**config.mk**
```make
export PLATFORM = sky130hd
export DESIGN_NAME = keyed_record_table
export DESIGN_NICKNAME = d
export VERILOG_FILES = /design/src/rtl/krt_pkg.sv /design/src/rtl/keyed_record_table.sv
export SDC_FILE = /design/constraint.sdc
export NUM_CORES = 1
export LEC_CHECK = 0
export BUFFER_PORTS_ARGS = -buffer_cell sky130_fd_sc_hd__buf_2
export CAP_MARGIN = 10
export CELL_PAD_IN_SITES_DETAIL_PLACEMENT = 1
export CELL_PAD_IN_SITES_GLOBAL_PLACEMENT = 1
export CORE_UTILIZATION = 40
export CTS_BUF_LIST = sky130_fd_sc_hd__clkbuf_16
export DETAILED_ROUTE_END_ITERATION = 6
export PLACE_DENSITY_LB_ADDON = 0.08
export SLEW_MARGIN = 5
export SYNTH_ARGS = -nofsm -noshare
export SYNTH_HDL_FRONTEND = slang
export SYNTH_SLANG_ARGS = --single-unit
```
**constraint.sdc**
```tcl
create_clock -name clk -period 11.6 [get_ports clk]
set_input_delay 1.74 -clock clk [delete_from_list [all_inputs] [get_ports clk]]
set_output_delay 1.74 -clock clk [all_outputs]
set_load 0.01 [all_outputs]
```
**src/rtl/krt_pkg.sv**
```systemverilog
`default_nettype none

package krt_pkg;

  localparam int unsigned DEPTH  = 16;
  localparam int unsigned IDX_W  = (DEPTH > 1) ? $clog2(DEPTH) : 1;
  localparam int unsigned CNT_W  = $clog2(DEPTH + 1);
  localparam int unsigned USED_W = 5;

  localparam logic [7:0] GRADE_LIMIT = 8'd100;

  typedef enum logic [1:0] {
    OP_ADD    = 2'd0,
    OP_DELETE = 2'd1,
    OP_READ   = 2'd2,
    OP_LIST   = 2'd3
  } op_t;

  // record payload without the key
  typedef struct packed {
    logic [7:0] grade_c;
    logic [7:0] grade_b;
    logic [7:0] grade_a;
    logic [7:0] course_c;
    logic [7:0] course_b;
    logic [7:0] course_a;
    logic [7:0] year;
  } data_t;

  // one store word, key in the low byte
  typedef struct packed {
    data_t      data;
    logic [7:0] key;
  } rec_t;

  typedef struct packed {
    logic              ok;
    data_t             data;
    logic [7:0]        listed;
    logic [USED_W-1:0] used;
    logic              full;
    logic              last;
  } res_t;

  function automatic logic [USED_W-1:0] to_used(input logic [CNT_W-1:0] cnt);
    logic [USED_W+CNT_W-1:0] tmp;
    tmp = {{USED_W{1'b0}}, cnt};
    return tmp[USED_W-1:0];
  endfunction

endpackage

`default_nettype wire

```
**src/rtl/keyed_record_table.sv**
```systemverilog
// channel | ports                                  | handshake
// --------+----------------------------------------+-------------------------------------
// input   | in_op, in_key, in_year_in, in_course_*,| taken when start is high, busy low
//         | in_grade_*                             |
// result  | out_ok, out_*_out, out_listed_key,     | out_valid high for one cycle, always
//         | out_used_count, out_is_full, out_last  | taken
//
// one entry per cycle through the single registered read port; a scan stops at a hit or
//   at the end of the table (an empty table is not read), and a delete hit then moves
//   later records down one per cycle
// list strobes keys on back-to-back cycles, last one flagged
// synchronous active-low reset empties the table; memory contents need no clearing
// results cannot be held off; busy stays high until the final result of an item
`default_nettype none

module keyed_record_table (
  input  wire logic       clk,
  input  wire logic       rst_n,
  input  wire logic       start,
  output logic            busy,
  input  wire logic [1:0] in_op,
  input  wire logic [7:0] in_key,
  input  wire logic [7:0] in_year_in,
  input  wire logic [7:0] in_course_a_in,
  input  wire logic [7:0] in_course_b_in,
  input  wire logic [7:0] in_course_c_in,
  input  wire logic [7:0] in_grade_a_in,
  input  wire logic [7:0] in_grade_b_in,
  input  wire logic [7:0] in_grade_c_in,
  output logic            out_valid,
  output logic            out_ok,
  output logic [7:0]      out_year_out,
  output logic [7:0]      out_course_a_out,
  output logic [7:0]      out_course_b_out,
  output logic [7:0]      out_course_c_out,
  output logic [7:0]      out_grade_a_out,
  output logic [7:0]      out_grade_b_out,
  output logic [7:0]      out_grade_c_out,
  output logic [7:0]      out_listed_key,
  output logic [4:0]      out_used_count,
  output logic            out_is_full,
  output logic            out_last
);

  // sequencer states
  typedef enum logic [2:0] {
    S_IDLE  = 3'b001,
    S_SCAN  = 3'b010,
    S_SHIFT = 3'b100
  } state_t;

  state_t                           state_r, state_nxt;
  krt_pkg::op_t                     op_r, op_nxt;
  krt_pkg::rec_t                    rec_r, rec_nxt;       // latched item
  logic [krt_pkg::CNT_W-1:0]        count_r, count_nxt;   // records stored
  logic [krt_pkg::CNT_W-1:0]        idx_r, idx_nxt;       // next address to read
  logic [krt_pkg::IDX_W-1:0]        pidx_r, pidx_nxt;     // address of rdata_r
  logic                             pend_r, pend_nxt;     // rdata_r holds a live entry
  krt_pkg::res_t                    res_r, res_nxt;
  logic                             vld_r, vld_nxt;

  // record memory, one write and one registered read port
  krt_pkg::rec_t                    mem [krt_pkg::DEPTH];
  krt_pkg::rec_t                    rdata_r;
  logic                             wr_en;
  logic [krt_pkg::IDX_W-1:0]        wr_addr;
  krt_pkg::rec_t                    wr_data;

  logic                             issue;
  logic                             hit;
  logic                             grades_ok;
  logic                             list_last;

  assign busy  = (state_r != S_IDLE);
  assign issue = (idx_r < count_r);
  // the shared key comparator
  assign hit   = pend_r && (rdata_r.key == rec_r.key);

  assign grades_ok = (rec_r.data.grade_a <= krt_pkg::GRADE_LIMIT) &&
                     (rec_r.data.grade_b <= krt_pkg::GRADE_LIMIT) &&
                     (rec_r.data.grade_c <= krt_pkg::GRADE_LIMIT);

  assign list_last = ((krt_pkg::CNT_W'({1'b0, pidx_r}) + krt_pkg::CNT_W'(1)) == count_r);

  always_comb begin
    state_nxt = state_r;
    op_nxt    = op_r;
    rec_nxt   = rec_r;
    count_nxt = count_r;
    idx_nxt   = idx_r;
    pidx_nxt  = idx_r[krt_pkg::IDX_W-1:0];
    pend_nxt  = 1'b0;
    res_nxt   = res_r;
    vld_nxt   = 1'b0;
    wr_en     = 1'b0;
    wr_addr   = count_r[krt_pkg::IDX_W-1:0];
    wr_data   = rec_r;

    unique case (state_r)
      S_IDLE: begin
        if (start) begin
          op_nxt                = krt_pkg::op_t'(in_op);
          rec_nxt.key           = in_key;
          rec_nxt.data.year     = in_year_in;
          rec_nxt.data.course_a = in_course_a_in;
          rec_nxt.data.course_b = in_course_b_in;
          rec_nxt.data.course_c = in_course_c_in;
          rec_nxt.data.grade_a  = in_grade_a_in;
          rec_nxt.data.grade_b  = in_grade_b_in;
          rec_nxt.data.grade_c  = in_grade_c_in;
          idx_nxt               = '0;
          state_nxt             = S_SCAN;
        end
      end

      S_SCAN: begin
        if (pend_r && (op_r == krt_pkg::OP_LIST)) begin
          // one key out per entry
          vld_nxt        = 1'b1;
          res_nxt        = '0;
          res_nxt.ok     = 1'b1;
          res_nxt.listed = rdata_r.key;
          res_nxt.last   = list_last;
          if (list_last) begin
            state_nxt = S_IDLE;
          end else if (issue) begin
            pend_nxt = 1'b1;
            idx_nxt  = idx_r + 1'b1;
          end
        end else if (hit) begin
          priority case (op_r)
            krt_pkg::OP_READ: begin
              vld_nxt      = 1'b1;
              res_nxt      = '0;
              res_nxt.ok   = 1'b1;
              res_nxt.data = rdata_r.data;
              res_nxt.last = 1'b1;
              state_nxt    = S_IDLE;
            end
            krt_pkg::OP_DELETE: begin
              // move later records down over the hit
              idx_nxt   = {1'b0, pidx_r} + 1'b1;
              state_nxt = S_SHIFT;
            end
            default: begin
              // add of a key already stored
              vld_nxt      = 1'b1;
              res_nxt      = '0;
              res_nxt.last = 1'b1;
              state_nxt    = S_IDLE;
            end
          endcase
        end else if (issue) begin
          pend_nxt = 1'b1;
          idx_nxt  = idx_r + 1'b1;
        end else if (!pend_r) begin
          // scan done without a hit
          vld_nxt      = 1'b1;
          res_nxt      = '0;
          res_nxt.last = 1'b1;
          state_nxt    = S_IDLE;
          if ((op_r == krt_pkg::OP_ADD) && grades_ok &&
              (count_r < krt_pkg::CNT_W'(krt_pkg::DEPTH))) begin
            wr_en      = 1'b1;
            count_nxt  = count_r + 1'b1;
            res_nxt.ok = 1'b1;
          end
        end
      end

      S_SHIFT: begin
        if (pend_r) begin
          wr_en   = 1'b1;
          wr_addr = pidx_r - 1'b1;
          wr_data = rdata_r;
        end
        if (issue) begin
          pend_nxt = 1'b1;
          idx_nxt  = idx_r + 1'b1;
        end else if (!pend_r) begin
          count_nxt    = count_r - 1'b1;
          vld_nxt      = 1'b1;
          res_nxt      = '0;
          res_nxt.ok   = 1'b1;
          res_nxt.last = 1'b1;
          state_nxt    = S_IDLE;
        end
      end

      default: begin
        state_nxt = S_IDLE;
      end
    endcase

    // status always reflects the table after this operation
    if (vld_nxt) begin
      res_nxt.used = krt_pkg::to_used(count_nxt);
      res_nxt.full = (count_nxt == krt_pkg::CNT_W'(krt_pkg::DEPTH));
    end
  end

  // control state
  always_ff @(posedge clk) begin
    if (!rst_n) begin
      state_r <= S_IDLE;
      count_r <= '0;
      pend_r  <= 1'b0;
      vld_r   <= 1'b0;
    end else begin
      state_r <= state_nxt;
      count_r <= count_nxt;
      pend_r  <= pend_nxt;
      vld_r   <= vld_nxt;
    end
  end

  // payload, no reset
  always_ff @(posedge clk) begin
    op_r   <= op_nxt;
    rec_r  <= rec_nxt;
    idx_r  <= idx_nxt;
    pidx_r <= pidx_nxt;
    res_r  <= res_nxt;
  end

  // record memory
  always_ff @(posedge clk) begin
    if (wr_en) begin
      mem[wr_addr] <= wr_data;
    end
    rdata_r <= mem[idx_r[krt_pkg::IDX_W-1:0]];
  end

  assign out_valid        = vld_r;
  assign out_ok           = res_r.ok;
  assign out_year_out     = res_r.data.year;
  assign out_course_a_out = res_r.data.course_a;
  assign out_course_b_out = res_r.data.course_b;
  assign out_course_c_out = res_r.data.course_c;
  assign out_grade_a_out  = res_r.data.grade_a;
  assign out_grade_b_out  = res_r.data.grade_b;
  assign out_grade_c_out  = res_r.data.grade_c;
  assign out_listed_key   = res_r.listed;
  assign out_used_count   = res_r.used;
  assign out_is_full      = res_r.full;
  assign out_last         = res_r.last;

  // table never overfills
  a_count_range: assert property (@(posedge clk) disable iff (!rst_n)
    count_r <= krt_pkg::CNT_W'(krt_pkg::DEPTH))
    else $error("record count above table depth");

  // the final result of an item frees the block
  a_last_idle: assert property (@(posedge clk) disable iff (!rst_n)
    (vld_r && res_r.last) |-> !busy)
    else $error("busy after final result");

  // no result in the cycle after an item is taken
  a_no_early_result: assert property (@(posedge clk) disable iff (!rst_n)
    (start && !busy) |=> !vld_r)
    else $error("result right after accept");

  // results come only out of a working state
  a_result_from_work: assert property (@(posedge clk) disable iff (!rst_n)
    vld_nxt |-> busy)
    else $error("result raised while idle");

endmodule

`default_nettype wire
```
* Yosys cells after proc, flatten, opt, wreduce, memory -nomap -nowiden *
Memory sizes are Yosys's and may differ from the RTL's. A register that Yosys moved wholly into a read port is not among the register bits.
Index checks and enable logic that the tools add are counted.
W data, S select, Z words.

operators by class
  add/sub/neg operators = 5
  multipliers = 0
  divide/modulo/power cells = 0
  order comparisons = 5
  equal/unequal tests = 24
  shifts and indexed selects = 0
  mux-type cells = 56
  bitwise logic cells = 0
  reductions and logical operators = 15

operators with widths
  kind                   count
  $mux W72               6
  $pmux W72 S2           2
  $mux W64               2
  $mux W5                13
  $le A8 B7 Y1 const B   3
  $mux W3                7
  $mux W1                17
  $ne A5 B5 Y1 const B   3
  $pmux W5 S3            1
  $ne A3 B3 Y1 const B   4
  $ne A4 B4 Y1 const B   3
  $reduce_and A6 Y1      2
  $add A5 B1 Y5 const B  2
  $pmux W5 S2            1
  $pmux W3 S3            1
  $eq A8 B8 Y1           1
  $mux W4                2
  $logic_and A1 B1 Y1    6
  $mux W6                1
  $ne A2 B2 Y1 const B   3
  $pmux W1 S2            3
  $reduce_bool A3 Y1     2
  $add A4 B1 Y5 const B  1
  $eq A5 B5 Y1           1
  other kinds (16)       18

word-level totals
  register bits = 157
  bits in latches = 0
  bits in writable memories = 1,024
  memory bits (read-only) = 0
  output and inout port bits = 74
  word-level logic and storage cells = 133
  memories kept = 1

memories
  memory  depth  width  read ports  clocked after Yosys merged registers in  wr ports  line                      text
  mem     16     64     1           1                                        1         keyed_record_table.sv:63  krt_pkg::rec_t mem [krt_pkg::DEPTH];

* Longest topological paths before layout *
  depth in word-level cells = 13
  mapped depth = 11
  gate-level depth less buffers = 9

* Worst setup path after synthesis *
Ideal clock, no wire load.

  path kind = register to register
  start = register op_r[1]
  end = memory mem[13][0] in the netlist's numbering, enable pin
  data arrival time = 4.951 ns
  required time = 11.113 ns
  slack = 6.162 ns
  stages on the path, launching flop included = 8
  period minus slack after synthesis = 5.438 ns
  path through = edfxtp_1 or4_1 or3_1 nor4_4 nand2_1 o32a_1 or2_1 nor2_1

between the ends
  longest elaborated chain between the ends = 11
  elaborated cells between the ends (all ways) = 13
  classes of those cells = 1 x eq/ne; 8 x mux; 4 x reduce/logical

RTL lines
  what                              line                       text
  start: declaration                keyed_record_table.sv:53   krt_pkg::op_t op_r, op_nxt;
  start signal: assignment          keyed_record_table.sv:219  op_r <= op_nxt;
  $logic_not A2 Y1                  keyed_record_table.sv:162  if ((op_r == krt_pkg::OP_ADD) && grades_ok &&
  $logic_and A1 B1 Y1 (2 in a row)  keyed_record_table.sv:162
  $mux W1                           keyed_record_table.sv:162
  $mux W1                           keyed_record_table.sv:156  end else if (!pend_r) begin
  $mux W1                           keyed_record_table.sv:153  end else if (issue) begin
  $mux W1                           keyed_record_table.sv:130  end else if (hit) begin
  $mux W1 *                         keyed_record_table.sv:117  if (pend_r && (op_r == krt_pkg::OP_LIST)) begin
  $pmux W1 S2 *                     keyed_record_table.sv:99   unique case (state_r)
  $mux W1 *                         keyed_record_table.sv:228  if (wr_en) begin
  $mux W1 (implied by the code) *   keyed_record_table.sv:229  mem[wr_addr] <= wr_data;
  end: declaration                  keyed_record_table.sv:63

Mark *: on every way between the ends. The rest lies on a longest branch, timed or not.

* Worst setup path after layout *
  start = register idx_r[3] in the netlist's numbering
  end = memory mem[4][50] in the netlist's numbering, enable pin

between the ends
  longest elaborated chain between the ends = 7

RTL lines
  what                           line                       text
  start: declaration             keyed_record_table.sv:56   logic [krt_pkg::CNT_W-1:0] idx_r, idx_nxt;
  start signal: assignment       keyed_record_table.sv:221  idx_r <= idx_nxt;
  $lt A5 B5 Y1                   keyed_record_table.sv:75   assign issue = (idx_r < count_r);
  $mux W1                        keyed_record_table.sv:153
  $mux W1                        keyed_record_table.sv:130
  $mux W1                        keyed_record_table.sv:117
  $pmux W1 S2                    keyed_record_table.sv:99
  $mux W1                        keyed_record_table.sv:228
  $mux W1 (implied by the code)  keyed_record_table.sv:229

Every way passes these cells.

==> impl_summary.txt <==
----------------------------------------------------
[Worst hold path]
  Classification of the worst-slack hold path ... reg2reg
  Sink of the worst hold path ... out_course_a_out[6]
  Hold path startpoint ... rdata_r[22]
  Count of cells along the worst hold path ... 1

[Worst setup path]
  Beginning of the worst register-to-register path ... idx_r[3]
  Maximum fanout along the worst path ... 42
  Length in cells of the worst reg-to-reg path ... 9
  Setup slack on the worst flop-to-flop path ... 6770 ps
  CP Data Arrival Time ... 5170 ps
  Critical Setup Path Class ... reg2reg
  WP data required ... 11940 ps
  Worst setup SP type ... flop
  Critical register-to-register path endpoint ... mem[4][50]
  Crit path capture type ... flop

[STA]
  # setup viols final ... 0
  Final worst clock skew ... 28.4 ps
  Max frequency ... 0.207 GHz
  Fin. max-slew vios ... 0
  Transition time at the pin with the least slew margin ... 1130 ps
  Part of the cycle the worst path needs ... 41.6%
  Number of hold violations in the final report ... 0
  Setup TNS after final layout ... 0 ps
  Unrepaired setup endpoints after global routing ... false
  Tmin final ... 4830 ps
  Slew Limit Headroom ... 24.5%

[Synthesis]
  Ys flop type ... sky130_fd_sc_hd__edfxtp_1
  Number of instances in the synthesized netlist ... 2136
  Mapped Avg Cell Area ... 21.8 um^2
  Number of distinct library cells after synthesis ... 50
  Yosys warnings ... 0
  Yosys top cell area share ... 75.1%
  Top cells by area in the synthesized netlist ... sky130_fd_sc_hd__edfxtp_1 (75%), sky130_fd_sc_hd__mux4_2 (15%), sky130_fd_sc_hd__dfxtp_1 (3.3%)
  Syn Nets ... 2214
  Post-synthesis register bit count ... 1245
  Cell type with the largest total area after synthesis ... sky130_fd_sc_hd__edfxtp_1
  Post-synth EDFFs ... 1167
  Synth Cell Area ... 0.0466 mm^2
  Register area share after synthesis ... 78.5%
  Share of async-settable or async-resettable flops after synthesis ... 0%

[Drt]
  Total number of vias ... 21500
  Drt wl/cell ... 28.1 um
  Detailed-route vias per instance ... 5.39
  Number of iterations in the first detailed-routing pass ... 6
  1st-iter DRT viols ... 1693
  Total Routed Length ... 112000 um
  Remaining number of nets flagged by the antenna check after routing ... 0
  Residual DRC count ... 0

[Pwr]
  Psw ... 2.19 mW
  Largest vdd supply drop ... 0.146 mV
  Sequential share of power ... 51.0%
  Leakage power ... 17.6 nW
  Fraction of power consumed by the clock network ... 42.3%
  Sw Ratio ... 21.9%
  Internal Pwr Total ... 7.81 mW
  Comb power frac ... 6.7%
  Power Dens Cells ... 186 mW/mm^2

[Finish]
  Area of combinational cells with multiple inputs ... 0.00976 mm^2
  Ratio of cells with drive above 1 in the final layout ... 29.3%
  Cell area after layout ... 0.0538 mm^2
  FILL cells ... 10300
  Number of standard cells in the final layout excluding fillers ... 3988
  Area grow syn2layout ... 15.3%
  Total number of nets in the final design ... 2439
  Footprint of the flip-flops and latches ... 0.0366 mm^2

[Placed design]
  Cells after DPL ... 3733
  Number of port buffers ... 142
  Placed cell area ... 0.0494 mm^2
  Last weighted congestion value of the routability-driven placer ... 0.782
  Detail Placement HPWL ... 62600 um

[CTS]
  Insertion delay of the later-clocked pin in the worst-skew pair ... 740 ps
  Number of instances resized during post-cts repair ... 0
  Post-CTS Repair Setup Buffers ... 0
  Maximum level of the CTS H-tree ... 4
  Clock net sink count ... 1245
  Clock slew at the register clock pins of the worst setup and hold paths ... 60 ps
  TritonCTS clock tree ... done
  Hold-fix buffers, CTS ... 0
  Clock Tree Root ... sky130_fd_sc_hd__clkbuf_16
  Inserted Clock Buffers ... 137
  Longest Clk Path Bufs ... 3

[Flow run]
  Max-capacitance violation count ... 0

[GRT]
  Global-route usage over all layers ... 19.4%
  Maximum number of pins on one net before global-route repair ... 143
  Via count of the first global-routing pass ... 23300
  Antenna violations before repair ... 2
  Wire length of the first global-routing pass ... 163000 um
  Global-route congestion overflow total ... 0

[Floorplan]
  Die Width ... 344 um
  Top Ports ... 143
  Height of the die ... 344 um
  Total die area ... 0.118 mm^2
  Area of the core ... 0.115 mm^2
  Core Rows ... 124
  Initial core utilization ... 40.6%

[Outcome]
  Status ... complete, no violations

----------------------------------------------------
Yosys cell counts (all sizes together), types with 5 or more instances:
cell type / count
nand2b: 7
nand3: 11
buf: 34
o21ai: 8
clkbuf: 67
nor2: 33
edfxtp: 1167
nor4: 6
o211ai: 5
xor2: 14
dfxtp: 78
and2: 72
o22ai: 5
xnor2: 7
ha: 9
a21oi: 9
nor3: 8
inv: 14
a31oi: 6
nand2: 215
mux4: 320
layout by cell type, fill, tap and decap left out, types with 6 or more instances in the layout:
cell                        netlist  final
sky130_fd_sc_hd__edfxtp_1      1167   1167
sky130_fd_sc_hd__mux4_2         320    320
sky130_fd_sc_hd__nand2_1        215    214
sky130_fd_sc_hd__clkbuf_16        0    144
sky130_fd_sc_hd__buf_2            1    142
sky130_fd_sc_hd__dfxtp_1         78     78
sky130_fd_sc_hd__and2_1          72     72
sky130_fd_sc_hd__inv_1           14     50
sky130_fd_sc_hd__buf_4            0     42
sky130_fd_sc_hd__clkinv_1         0     26
sky130_fd_sc_hd__clkinv_2         0     21
sky130_fd_sc_hd__nor2_4           0     18
sky130_fd_sc_hd__nor2_1          33     15
sky130_fd_sc_hd__xor2_1          14     14
sky130_fd_sc_hd__nand3_1         11     11
sky130_fd_sc_hd__bufinv_16        0     11
sky130_fd_sc_hd__a21oi_1          9      9
sky130_fd_sc_hd__ha_1             9      9
sky130_fd_sc_hd__nor3_1           8      8
sky130_fd_sc_hd__o21ai_0          8      8
sky130_fd_sc_hd__nand2b_1         7      7
sky130_fd_sc_hd__xnor2_1          7      7
sky130_fd_sc_hd__inv_6            0      7
sky130_fd_sc_hd__a31oi_1          6      6
power by group through the flow:
stage / sequential (mW) / clock, mW / combinational [mW]
2_1_floorplan: 5.16 / 0 / 0.471
6_report: 5.10 / 4.23 / 0.667
4_1_cts: 5.10 / 4.35 / 0.685
3_3_place_gp: 5.20 / 0 / 0.671
5_1_grt: 5.11 / 4.49 / 0.724
3_5_place_dp: 5.20 / 0 / 0.683
sequential cells by signal, summed over array words and instances (netlist names), 2 cells and up:
register / count
mem: 1024
rdata_r: 64
rec_r: 64
out_course_a_out: 8
out_course_b_out: 8
out_course_c_out: 8
out_grade_a_out: 8
out_grade_b_out: 8
out_grade_c_out: 8
out_listed_key: 8
out_year_out: 8
count_r: 5
idx_r: 5
out_used_count: 5
pidx_r: 4
state_r: 3
op_r: 2
metal layers:
metal	vias up	wire [um]	global-route usage, %	share of wire (%)
li1	9231	-	-	-
met1	11700	50000	26.9	45
met2	433	55700	31.9	50
met3	147	3970	3.01	3.5
met4	0	2270	5.54	2.0
met5	-	0	0	0
cell type report:
type                            count  share of cell area [%]
Timing Repair Buffer              187                    2.02
Inverter                           14                   0.102
Clock buffer                      144                    6.70
Tap cell                         1512                    3.52
Sequential cell                  1245                    68.0
Multi-Input combinational cell    776                    18.1
Clock inverter                    107                    1.46
Antenna cell                        3                  0.0140
critical path: stages, from the launching register on:
cell                       delay (ps)
sky130_fd_sc_hd__edfxtp_1         330
sky130_fd_sc_hd__buf_4            700
sky130_fd_sc_hd__ha_1             270
sky130_fd_sc_hd__and2_1           140
sky130_fd_sc_hd__o21ai_0          130
sky130_fd_sc_hd__o21a_1           340
sky130_fd_sc_hd__o32a_1           450
sky130_fd_sc_hd__nand2b_1         330
sky130_fd_sc_hd__nor2_4           830
sky130_fd_sc_hd__buf_4            810
per-stage QoR:
step | power, mW | hold WS [ps] | setup slack (ps) | util [%]
3_5_place_dp | 5.88 | 527 | 6630 | 43.0
5_1_grt | 10.3 | 564 | 6370 | 46.8
4_1_cts | 10.1 | 540 | 6630 | 46.8
2_1_floorplan | 5.63 | 375 | 6160 | -
3_3_place_gp | 5.87 | 520 | 6730 | 43.0
6_report | 10.0 | 542 | 6770 | 46.8
worst max path at each step:
stage,start,end,slack (ps),depth (start not counted)
floorplan,op_r[1],mem[13][0],6160,7
global placement,idx_r[3],mem[4][51],6730,9
detailed placement,idx_r[3],mem[5][51],6630,9
CTS,idx_r[3],mem[4][50],6630,9
global route,idx_r[3],mem[2][28],6370,10
finish,idx_r[3],mem[4][50],6770,9
cells by family (layout without fill, tap and decap cells):
group | count (synthesis) | in the layout | synth area share [%]
simple gates | 372 | 372 | 3.70
flops | 1245 | 1245 | 78.5
fa+ha+maj | 9 | 9 | 0.241
mux | 323 | 323 | 15.5
other cells | 0 | 3 | 0
xor+xnor | 21 | 21 | 0.394
buf+inv | 115 | 452 | 0.928
compound gates | 51 | 51 | 0.746
Power figures use the tool's default switching activity.
